File: src/rtl/ttseq_pkg.sv
// Shared types, constants and pitch table of the tone tune sequencer.
`default_nettype none

package ttseq_pkg;

    localparam int CMD_W    = 3;
    localparam int PIDX_W   = 7;
    localparam int FREQ_W   = 15;
    localparam int LEN_W    = 16;
    localparam int CLK_W    = 24;
    localparam int PERIOD_W = 16;

    localparam logic [CMD_W-1:0] CMD_BEGIN  = 3'd0;
    localparam logic [CMD_W-1:0] CMD_APPEND = 3'd1;
    localparam logic [CMD_W-1:0] CMD_PLAY   = 3'd2;
    localparam logic [CMD_W-1:0] CMD_TONE   = 3'd3;
    localparam logic [CMD_W-1:0] CMD_TICK   = 3'd4;

    localparam logic [CLK_W-1:0] CLOCK_RESET = 24'd2000000;

    localparam int PITCH_COUNT = 72;
    localparam logic [11:0] PITCH_HZ [PITCH_COUNT] = '{
        12'd55,   12'd58,   12'd62,   12'd65,   12'd69,   12'd73,
        12'd78,   12'd82,   12'd87,   12'd92,   12'd98,   12'd104,
        12'd110,  12'd117,  12'd123,  12'd131,  12'd139,  12'd147,
        12'd156,  12'd165,  12'd175,  12'd185,  12'd196,  12'd208,
        12'd220,  12'd233,  12'd246,  12'd261,  12'd277,  12'd293,
        12'd311,  12'd330,  12'd349,  12'd370,  12'd392,  12'd415,
        12'd440,  12'd466,  12'd493,  12'd523,  12'd554,  12'd587,
        12'd622,  12'd659,  12'd698,  12'd740,  12'd784,  12'd830,
        12'd880,  12'd932,  12'd988,  12'd1047, 12'd1109, 12'd1175,
        12'd1245, 12'd1319, 12'd1397, 12'd1480, 12'd1568, 12'd1661,
        12'd1760, 12'd1865, 12'd1976, 12'd2093, 12'd2217, 12'd2349,
        12'd2489, 12'd2637, 12'd2794, 12'd2960, 12'd3136, 12'd3322
    };

    typedef struct packed {
        logic [FREQ_W-1:0] freq;
        logic [LEN_W-1:0]  len;
    } t_note;

    typedef struct packed {
        logic busy;
        logic done;
    } t_div_stat;

    typedef enum logic [1:0] {
        ST_IDLE,
        ST_EVAL,
        ST_DIV,
        ST_OUT
    } t_state;

    function automatic logic [FREQ_W-1:0] pitch_freq(input logic [PIDX_W-1:0] idx);
        logic [FREQ_W-1:0] f;
        f = '0;
        if (idx != '0 && idx < PIDX_W'(PITCH_COUNT)) begin
            f = FREQ_W'(PITCH_HZ[idx]);
        end
        return f;
    endfunction

endpackage

`default_nettype wire

File: src/rtl/ttseq_div.sv
// Restoring divider, one quotient bit per cycle, saturated period output.
`default_nettype none

module ttseq_div import ttseq_pkg::*; (
    input  logic                i_clk,
    input  logic                i_rst_n,
    input  logic                i_start,
    input  logic [CLK_W-1:0]    i_dividend,
    input  logic [FREQ_W-1:0]   i_divisor,
    output t_div_stat           o_stat,
    output logic [PERIOD_W-1:0] o_quot
);

    localparam int CNT_W = $clog2(CLK_W);

    logic [FREQ_W-1:0] r_rem;
    logic [CLK_W-1:0]  r_quo;
    logic [FREQ_W-1:0] r_div;
    logic [CNT_W-1:0]  r_cnt;
    logic              r_busy;
    logic              r_done;
    logic [FREQ_W:0]   rem_sh;
    logic [FREQ_W:0]   diff;
    logic              take;

    assign rem_sh = {r_rem, r_quo[CLK_W-1]};
    assign diff   = rem_sh - {1'b0, r_div};
    assign take   = (rem_sh >= {1'b0, r_div});

    always_ff @(posedge i_clk) begin
        if (!i_rst_n) begin
            r_busy <= 1'b0;
            r_done <= 1'b0;
            r_cnt  <= '0;
        end else begin
            r_done <= 1'b0;
            if (i_start) begin
                r_busy <= 1'b1;
                r_cnt  <= '0;
            end else if (r_busy) begin
                r_cnt <= r_cnt + 1'b1;
                if (r_cnt == CNT_W'(CLK_W - 1)) begin
                    r_busy <= 1'b0;
                    r_done <= 1'b1;
                end
            end
        end
    end

    always_ff @(posedge i_clk) begin
        if (i_start) begin
            r_rem <= '0;
            r_quo <= i_dividend;
            r_div <= i_divisor;
        end else if (r_busy) begin
            r_rem <= take ? diff[FREQ_W-1:0] : rem_sh[FREQ_W-1:0];
            r_quo <= {r_quo[CLK_W-2:0], take};
        end
    end

    assign o_stat.busy = r_busy;
    assign o_stat.done = r_done;
    assign o_quot = (|r_quo[CLK_W-1:PERIOD_W]) ? '1 : r_quo[PERIOD_W-1:0];

endmodule

`default_nettype wire

File: config.mk
export PLATFORM = sky130hd
export DESIGN_NAME = ttseq_div
export DESIGN_NICKNAME = d
export VERILOG_FILES = /design/src/rtl/ttseq_pkg.sv /design/src/rtl/ttseq_div.sv
export SDC_FILE = /design/constraint.sdc
export NUM_CORES = 1
export LEC_CHECK = 0
export BUFFER_PORTS_ARGS = -buffer_cell sky130_fd_sc_hd__buf_2
export CORE_MARGIN = 2
export CORE_UTILIZATION = 53
export CTS_BUF_LIST = sky130_fd_sc_hd__clkbuf_4
export DETAILED_ROUTE_END_ITERATION = 12
export GPL_TIMING_DRIVEN = 0
export PLACE_DENSITY_LB_ADDON = 0.05
export SYNTH_ARGS = -nofsm -noshare
export SYNTH_HDL_FRONTEND = slang
export SYNTH_SLANG_ARGS = --single-unit
File: constraint.sdc
create_clock -name i_clk -period 2.2 [get_ports i_clk]
set_input_delay 0.33 -clock i_clk [delete_from_list [all_inputs] [get_ports i_clk]]
set_output_delay 0.33 -clock i_clk [all_outputs]
set_load 0.005 [all_outputs]
==> flow_summary_export.csv, run 1 <==
group,metric,value,unit
status,status,"finished with violations",
status,failed_checks,"setup timing",
sta,setup_viol,15,
clock_tree,htreeDepth,3,
global_route,grt_busiest_layer,"met2",
route,routedWlPerCell,16.9,um
setup_path,required,2520,ps
floorplanning,die_w,86.9,um
sta,rsz0062_at_grt,"yes",
pwr,leakage,1.90,nW
final_layout,antenna_cells,0,
setup_path,cp_data_arrival_time,2660,ps
final_layout,layout_common_cells,"buf_2 (45), edfxtp_1 (39), nor2_1 (29)",
place,dp_hpwl,5.59,mm
synth,synth_area,3640,sq um
sta,tightest_slew,590,ps
synth,syn_inst,344,
final_layout,layout_commonest_cell,"buf_2",
sta,period_share,106,%
place,place_congestion,0.823,
sta,skew,14.2,ps
sta,max_slew_margin,60.7,%
min_path,holdPathEnd,"r_div[13]",
route,antenna_left,0,
synth,yosysWarningCount,0,
clock_tree,root_buffer,"clkbuf_4",
global_route,grt_max_degree,25,
global_route,grt_usage,22.4,%
setup_path,crit_start,"r_quo[23]",
setup_path,reg2regPathDepth,9,
synth,avgSynthCellArea,10.6,sq um
final_layout,layout-drive-gt1-share,46.3,%
floorplanning,dieArea,7550,sq um
final_layout,nets,490,
route,vias,2944,
setup_path,rr_endpoint,"r_rem[4]",
sta,whs,98.8,ps
route,drc,0,
min_path,hold_class,"in -> reg",
final_layout,area_growth,29.8,%
place,placed_cell_area,4060,sq um
clock_tree,hold_buffers,0,
route,totalWireLength,8.72,mm
floorplanning,coreArea,6720,sq um
sta,fin_ws,-139,ps
synth,synth_cell_types,62,
sta,period_needed,2340,ps
clock_tree,clockBufferDepth,2,
setup_path,end_kind,"register",
route,dr.pass1.iters,5,
final_layout,design_area,4730,sq um
setup_path,worstSetupStartpointType,"register",
global_route,antenna_found_initial,0,
setup_path,crit_fanout,5,
global_route,grtUsageMet1,30.7,%
clock_tree,numCtsBuffers,9,
setup_path,reg2reg_slack,-140,ps
synth,ys_seq_elements,61,
floorplanning,rows,30,
pwr,worst_ir_drop_vdd,0.000352,V
min_path,hold_path_depth,1,
min_path,hp-start,"i_divisor[13]",
global_route,grt_pass1_vias,2615,
global_route,met3_usage,7.20,%
pwr,p_per_area,579,nW/um^2
clock_tree,cts_tree,"yes",
global_route,grt-ovfl-total,0,
route,first_iter_violations,210,
clock_tree,clock_latency,400,ps
setup_path,crit_type,"reg -> reg",
clock_tree,clkTransAtPathRegs,110,ps
sta,hold_viol_final,0,
synth,async_reset_ff_share,0,%
floorplanning,initial_core_util,54.2,%
global_route,grt_pass1_wl,12.9,mm
synth,synth_seq_area_share,44.2,%
synth,synthFlopType,"edfxtp_1",
floorplanning,io_pins,60,
sta,fmax,427,MHz
place,io_buffer_count,59,
synth,synth_nets,403,
flow_run,drv_cap,0,
clock_tree,clock_sinks,61,
setup_path,rr_startpoint,"r_quo[23]",
route,viasPerCell,5.71,
global_route,grt_util_met2,34.2,%
floorplanning,die-height,86.9,um
synth,synth-edff-count,39,
sta,slew_viol_final,0,
-- logic make-up after synthesis --
logic type	after synthesis	synth area share [%]
flops	61	44.2
fa+ha+maj	17	6.05
mux	26	8.00
buf+inv	35	5.67
xor+xnor	13	3.13
compound gates	74	15.9
simple gates	118	17.0
-- cells in the mapped netlist (all sizes together), types with 3 or more instances --
| cell | n | share of area, % |
|---|---|---|
| buf | 3 | 0.96 |
| clkbuf | 13 | 2.6 |
| o31ai | 4 | 0.82 |
| nand3 | 10 | 1.8 |
| edfxtp | 39 | 32 |
| nand2b | 4 | 0.69 |
| dfxtp | 22 | 12 |
| mux2 | 25 | 7.7 |
| o211ai | 3 | 0.62 |
| nor2b | 4 | 0.69 |
| a21o | 6 | 1.5 |
| xor2 | 9 | 2.2 |
| ha | 16 | 5.5 |
| or2 | 19 | 3.3 |
| a211oi | 4 | 0.82 |
| nor4 | 3 | 0.52 |
| nor3b | 7 | 1.4 |
| xnor2 | 4 | 0.96 |
| a21oi | 13 | 2.0 |
| nor3 | 6 | 0.82 |
| nor2 | 32 | 3.4 |
| a311oi | 9 | 2.9 |
| inv | 18 | 1.9 |
| nand2 | 22 | 2.3 |
| o21ai | 12 | 1.6 |
| a31oi | 7 | 1.2 |
-- state kept, by name, indices dropped and copies added, names as in the netlist --
signal	cells
r_quo	24
r_div	15
r_rem	15
r_cnt	5
r_busy	1
r_done	1
-- layout make-up --
cell class	count	area (sq um)
clock buffers	11	82.6
plain buffers	17	150
fillers	507	1990
inverters	18	67.6
well taps	80	100
repair buffers	76	529
clock inverters	5	51.3
flip-flops and latches	61	1610
multi-input cells	248	2130
-- what timing repair did --
action / CTS / global route
endpoints found under the setup margin: 26 / 31
resized for setup: 26 / 66
gates cloned: 0 / 1
pin swaps: 18 / 18
buffers inserted: 12 / 4
-- worst max path at each step --
stage                end  slack (ps)  cells after the start
6_report        r_rem[4]        -140                      9
2_1_floorplan   r_rem[4]         -50                      8
3_3_place_gp   r_rem[13]        -390                      8
5_1_grt        r_rem[13]        -270                      9
3_5_place_dp   r_rem[10]        -360                      7
4_1_cts         r_rem[4]         -90                      9
-- power breakdown --
group	switching, mW	leakage (nW)	internal [mW]	total, mW
logic	0.317	1.26	0.273	0.591
registers	0.0531	0.569	1.32	1.37
clock network	0.408	0.0743	0.365	0.773
-- routing by layer --
layer,routed length [um],share of wire [%]
met4,47,0.54
met3,440,5.0
met2,4320,50
met1,3910,45
met5,0,0
-- metrics by stage --
| stage | setup TNS (ps) | worst slack, ps | utilization (%) | cells | total power [mW] |
|---|---|---|---|---|---|
| 2_1_floorplan | -53.6 | -53.6 | - | 344 | 1.74 |
| 3_3_place_gp | -3090 | -395 | 60.5 | 483 | 1.87 |
| 3_5_place_dp | -3700 | -364 | 60.5 | 483 | 1.88 |
| 4_1_cts | -626 | -87.4 | 65.4 | 511 | 2.71 |
| 5_1_grt | -3010 | -273 | 70.4 | 516 | 2.86 |
| 6_report | -850 | -139 | 70.4 | 516 | 2.74 |
-- critical path, cell delays in order, from the launching register on --
cell      delay, ps
edfxtp_1        410
inv_2            70
ha_4            160
fa_2            350
nand2b_4        170
a21oi_4         170
o221ai_4        160
a21o_4          260
a211o_2         300
a311oi_2        200
No activity file was read; power rests on OpenSTA's default activity.
==> run 2, diff against run 1 <==
==> constraint.sdc (replaced) <==
create_clock -name i_clk -period 2.2 [get_ports i_clk]
set_input_delay 0.33 -clock i_clk [delete_from_list [all_inputs] [get_ports i_clk]]
set_output_delay 0.33 -clock i_clk [all_outputs]
set_load 0.01 [all_outputs]
==> flow_summary_export.csv, run 2 (same netlist as run 1, synthesis figures left out) <==
group,metric,value,unit
final_layout,layout_commonest_cell,"buf_2",
sta,hold_viol_final,0,
floorplanning,io_pins,60,
pwr,power.switching,0.815,mW
clock_tree,numCtsBuffers,9,
pwr,power_frac_clock,28.5,%
setup_path,crit_buf_inv,0,
final_layout,final_util,71.9,%
setup_path,path_delay_family,"compound AO/OA/AOI/OAI gates",
route,routedWlPerCell,17.2,um
setup_path,required,2540,ps
setup_path,crit_path_cell_trace,"ha_4, fa_2, nand2b_4, a21oi_4, o221ai_4, a21o_4, a211o_2, a311oi_2",
place,dp_slack,-364,ps
global_route,grt_max_degree,25,
final_layout,top_regs,"r_quo (24), r_div (15), r_rem (15)",
pwr,p_total,2.78,mW
final_layout,layout-drive-gt1-share,47.5,%
floorplanning,coreArea,6720,sq um
clock_tree,root_buffer,"clkbuf_4",
clock_tree,cts_tree,"yes",
pwr,pwr-share-comb,22.1,%
final_layout,regMostFlops,"r_quo",
global_route,grt-ovfl-total,0,
floorplanning,die_w,86.9,um
clock_tree,clockBufferDepth,2,
route,vias,2944,
pwr,sequentialPowerShare,49.4,%
place,dp_hpwl,5.59,mm
sta,fmax,426,MHz
min_path,hold_class,"in -> reg",
final_layout,layout_common_cells,"buf_2 (45), edfxtp_1 (39), nor2_1 (29)",
setup_path,cp_data_arrival_time,2690,ps
route,totalWireLength,8.96,mm
pwr,worst_ir_drop_vdd,0.000382,V
setup_path,cpPeakStageDelay,440,ps
clock_tree,clock_sinks,61,
sta,setup_viol,15,
floorplanning,dieArea,7550,sq um
place,place_congestion,0.823,
pwr,leakage,1.95,nW
setup_path,crit_type,"reg -> reg",
floorplanning,die-height,86.9,um
pwr,p_per_area,576,nW/um^2
route,antenna_left,0,
sta,fin_ws,-149,ps
route,dr.pass1.iters,4,
pwr,p_int,1.97,mW
sta,slew_viol_final,0,
floorplanning,initial_core_util,54.2,%
setup_path,end_kind,"register",
sta,period_share,107,%
flow_run,drv_cap,0,
sta,max_slew_margin,60.4,%
final_layout,nets,494,
global_route,grt_pass1_wl,12.9,mm
route,drc,0,
status,status,"finished with violations",
final_layout,antenna_cells,0,
route,first_iter_violations,233,
setup_path,slowest_stage,"edfxtp_1",
sta,period_needed,2350,ps
clock_tree,htreeDepth,3,
pwr,power.share.switching,29.3,%
final_layout,fillerInstances,476,
global_route,antenna_found_initial,0,
final_layout,area_growth,32.7,%
clock_tree,clkTransAtPathRegs,120,ps
floorplanning,rows,30,
global_route,grt_pass1_vias,2615,
clock_tree,hold_buffers,0,
status,failed_checks,"setup timing",
sta,skew,24.6,ps
sta,tightest_slew,594,ps
place,io_buffer_count,59,
clock_tree,clock_latency,420,ps
global_route,grt_usage,22.4,%
setup_path,crit_fanout,6,
sta,fin_setup_tns,-681,ps
sta,rsz0062_at_grt,"yes",
route,viasPerCell,5.66,
setup_path,worstSetupStartpointType,"register",
final_layout,largest_register_ffs,24,
==> run 2: final timing paths <==
kind | cells after the start | startpoint | slack (ps) | to
worst max-delay path | 8 | r_div[0] | -150 | r_rem[4]
worst min-delay path | 1 | i_divisor[13] | 80 | r_div[13]
worst max register to register | 8 | r_div[0] | -150 | r_rem[4]
worst min register to register | 2 | r_cnt[4] | 500 | r_done
==> run 2: final cells by class <==
type / instances / area, sq um / share of cell area (%)
Multi-Input combinational cell: 248 / 2170 / 44.9
Sequential cell: 61 / 1610 / 33.4
Timing Repair Buffer: 80 / 598 / 12.4
Buffer: 17 / 150 / 3.11
Tap cell: 80 / 100 / 2.07
Clock buffer: 11 / 82.6 / 1.71
Inverter: 18 / 67.6 / 1.40
Clock inverter: 5 / 51.3 / 1.06
==> run 2: metal layers <==
layer / GRT usage [%] / up-vias / share of wire (%)
li1: - / 1452 / -
met1: 30.7 / 1406 / 45
met2: 34.2 / 76 / 49
met3: 7.20 / 10 / 4.7
met4: 5.82 / 0 / 0.97
met5: 0 / - / 0
==> run 2: timing repair <==
| item | 4_1_cts | 5_1_grt |
|---|---|---|
| pin swaps | 18 | 19 |
| gates resized for setup | 26 | 79 |
| setup endpoints to repair | 26 | 31 |
| buffers inserted | 12 | 7 |
| gates cloned | 0 | 2 |
==> run 2: power by group through the flow <==
| stage | Combinational (mW) | Sequential, mW | Clock, mW |
|---|---|---|---|
| final | 0.615 | 1.37 | 0.794 |
| after global routing | 0.668 | 1.38 | 0.848 |
| after CTS | 0.546 | 1.36 | 0.797 |
| after detailed placement | 0.495 | 1.39 | 0 |
| after global placement | 0.487 | 1.39 | 0 |
| after floorplan | 0.372 | 1.37 | 0 |
==> run 2: metrics by stage <==
step | hold WS (ps) | instance area (sq um) | std cells
after floorplan | 429 | 3670 | 344
after detailed placement | 500 | 4060 | 483
after global placement | 489 | 4060 | 483
final | 82.8 | 4830 | 520
after CTS | 62.1 | 4390 | 511
after global routing | 72.5 | 4830 | 520
==> run 3, diff against run 2 <==
--- a/config.mk
+++ b/config.mk
@@ -6,8 +6,10 @@
 export NUM_CORES = 1
 export LEC_CHECK = 0
 export BUFFER_PORTS_ARGS = -buffer_cell sky130_fd_sc_hd__buf_2
+export CELL_PAD_IN_SITES_DETAIL_PLACEMENT = 1
+export CELL_PAD_IN_SITES_GLOBAL_PLACEMENT = 2
 export CORE_MARGIN = 2
-export CORE_UTILIZATION = 53
+export CORE_UTILIZATION = 34
 export CTS_BUF_LIST = sky130_fd_sc_hd__clkbuf_4
 export DETAILED_ROUTE_END_ITERATION = 12
 export GPL_TIMING_DRIVEN = 0
==> flow_summary_export.csv, run 3 (same netlist as run 1, synthesis figures left out) <==
group,metric,value,unit
route,totalWireLength,9.99,mm
min_path,hold_path_depth,1,
route,viasPerCell,5.19,
final_layout,instances_no_fill,575,
final_layout,antenna_cells,0,
route,wl_met3,304,um
final_layout,top_regs,"r_quo (24), r_div (15), r_rem (15)",
setup_path,crit_type,"reg -> reg",
min_path,hp-start,"i_divisor[9]",
final_layout,layout_common_cells,"buf_2 (49), edfxtp_1 (39), nor2_1 (29)",
place,io_buffer_count,59,
place,placed_cell_area,4130,sq um
final_layout,area_growth,34.8,%
sta,rsz0062_at_grt,"yes",
route,drt-met1-wl,4.94,mm
setup_path,worstSetupStartpointType,"register",
final_layout,fillerInstances,1160,
clock_tree,clock_latency,410,ps
setup_path,crit_fanout,4,
pwr,worst_ir_drop_vdd,0.000298,V
clock_tree,clock_sinks,61,
floorplanning,io_pins,60,
setup_path,rr_startpoint,"r_div[0]",
setup_path,cpPeakStageDelay,430,ps
setup_path,slowest_stage,"edfxtp_1",
status,failed_checks,"setup timing",
final_layout,design_area,4910,sq um
clock_tree,htreeDepth,3,
sta,setup_viol,20,
min_path,hold_class,"in -> reg",
place,place_congestion,0.784,
global_route,grt_pass1_vias,3110,
sta,whs,81.5,ps
flow_run,drv_cap,0,
floorplanning,rows,37,
final_layout,layout_commonest_cell,"buf_2",
floorplanning,coreArea,10400,sq um
global_route,grt_max_degree,25,
sta,slew_viol_final,0,
global_route,grt-ovfl-total,0,
route,dr.pass1.iters,4,
setup_path,reg2reg_slack,-110,ps
final_layout,regMostFlops,"r_quo",
sta,fin_ws,-110,ps
clock_tree,root_buffer,"clkbuf_4",
floorplanning,die_w,108,um
setup_path,end_kind,"register",
sta,period_needed,2310,ps
final_layout,seqCellArea,1610,sq um
floorplanning,initial_core_util,35.1,%
status,status,"finished with violations",
final_layout,multi_input_comb_area,2220,sq um
final_layout,layout-drive-gt1-share,49.9,%
sta,period_share,105,%
route,first_iter_violations,87,
setup_path,required,2540,ps
final_layout,nets,493,
clock_tree,clockBufferDepth,2,
setup_path,crit_path_cell_trace,"ha_4, fa_2, nand2b_4, a21oi_4, o221ai_4, a21o_4, a211o_2, a311oi_2",
route,drc,0,
global_route,grt_usage,18.3,%
route,antenna_left,0,
route,wl_met2,4.62,mm
setup_path,reg2regPathDepth,8,
sta,hold_viol_final,0,
floorplanning,die-height,108,um
pwr,leakage,1.91,nW
place,placed_cells,539,
global_route,grt_pass1_wl,16.2,mm
route,vias,2983,
route,routedWlPerCell,17.4,um
sta,skew,12.1,ps
route,dr.max_layer_used,"met4",
setup_path,cp_data_arrival_time,2650,ps
final_layout,largest_register_ffs,24,
pwr,p_per_area,573,nW/um^2
clock_tree,clkTransAtPathRegs,110,ps
clock_tree,numCtsBuffers,9,
sta,tightest_slew,623,ps
setup_path,rr_endpoint,"r_rem[4]",
place,dp_hpwl,6.93,mm
clock_tree,cts_tree,"yes",
sta,max_slew_margin,58.4,%
sta,fmax,433,MHz
min_path,holdPathEnd,"r_div[9]",
floorplanning,dieArea,11600,sq um
global_route,antenna_found_initial,0,
## run 3: changes by cell type in the layout (fill, tap and decap cells not counted), sizes merged
cell and delta:
clkbuf +1, buf -3, clkinv +1
## run 3: layout make-up
type,count,area share (%)
Multi-Input combinational cell,248,45.2
Sequential cell,61,32.9
Buffer,16,2.75
Clock inverter,6,1.12
Clock buffer,10,1.53
Inverter,18,1.38
Tap cell,136,3.47
Timing Repair Buffer,80,11.7
## run 3: critical path: cells and delay by family, from the launching register on
family / cells / cell delay, ps
compound gates: 5 / 1100
fa+ha+maj: 2 / 540
flops: 1 / 430
simple gates: 1 / 160
## run 3: worst max-delay path by stage
stage,startpoint,end,slack [ps],cells past startpoint
floorplan,r_div[0],r_rem[4],-50,8
global placement,r_div[1],r_rem[13],-580,8
detailed placement,r_div[1],r_rem[13],-580,8
CTS,r_div[0],r_rem[4],-130,8
global route,r_div[9],r_rem[2],-230,9
finish,r_div[0],r_rem[4],-110,8
## run 3: repair_timing
item	4_1_cts	5_1_grt
setup endpoints to repair	26	32
cloned	1	0
gates resized for setup	47	57
hold buffers	0	0
setup buffers	12	8
pin swaps	22	26
## run 3: power by group
group | leakage [nW] | switching, mW | total (mW) | internal, mW
clock network | 0.0712 | 0.448 | 0.796 | 0.348
registers | 0.569 | 0.0520 | 1.37 | 1.32
logic | 1.27 | 0.346 | 0.646 | 0.300
## run 3: layer usage
| metal | track usage (%) | vias up |
|---|---|---|
| li1 | - | 1452 |
| met1 | 26.0 | 1475 |
| met2 | 27.9 | 47 |
| met3 | 4.78 | 9 |
| met4 | 4.30 | 0 |
| met5 | 0 | - |
## run 3: metrics by stage
| stage | util, % | setup slack [ps] | TNS (ps) | total power [mW] |
|---|---|---|---|---|
| final | 47.3 | -110 | -673 | 2.81 |
| after global routing | 47.3 | -233 | -4590 | 2.98 |
| after CTS | 44.0 | -129 | -1530 | 2.77 |
| after detailed placement | 39.9 | -580 | -4610 | 1.90 |
| after global placement | 39.9 | -584 | -4100 | 1.90 |
| after floorplan | - | -53.6 | -53.6 | 1.74 |
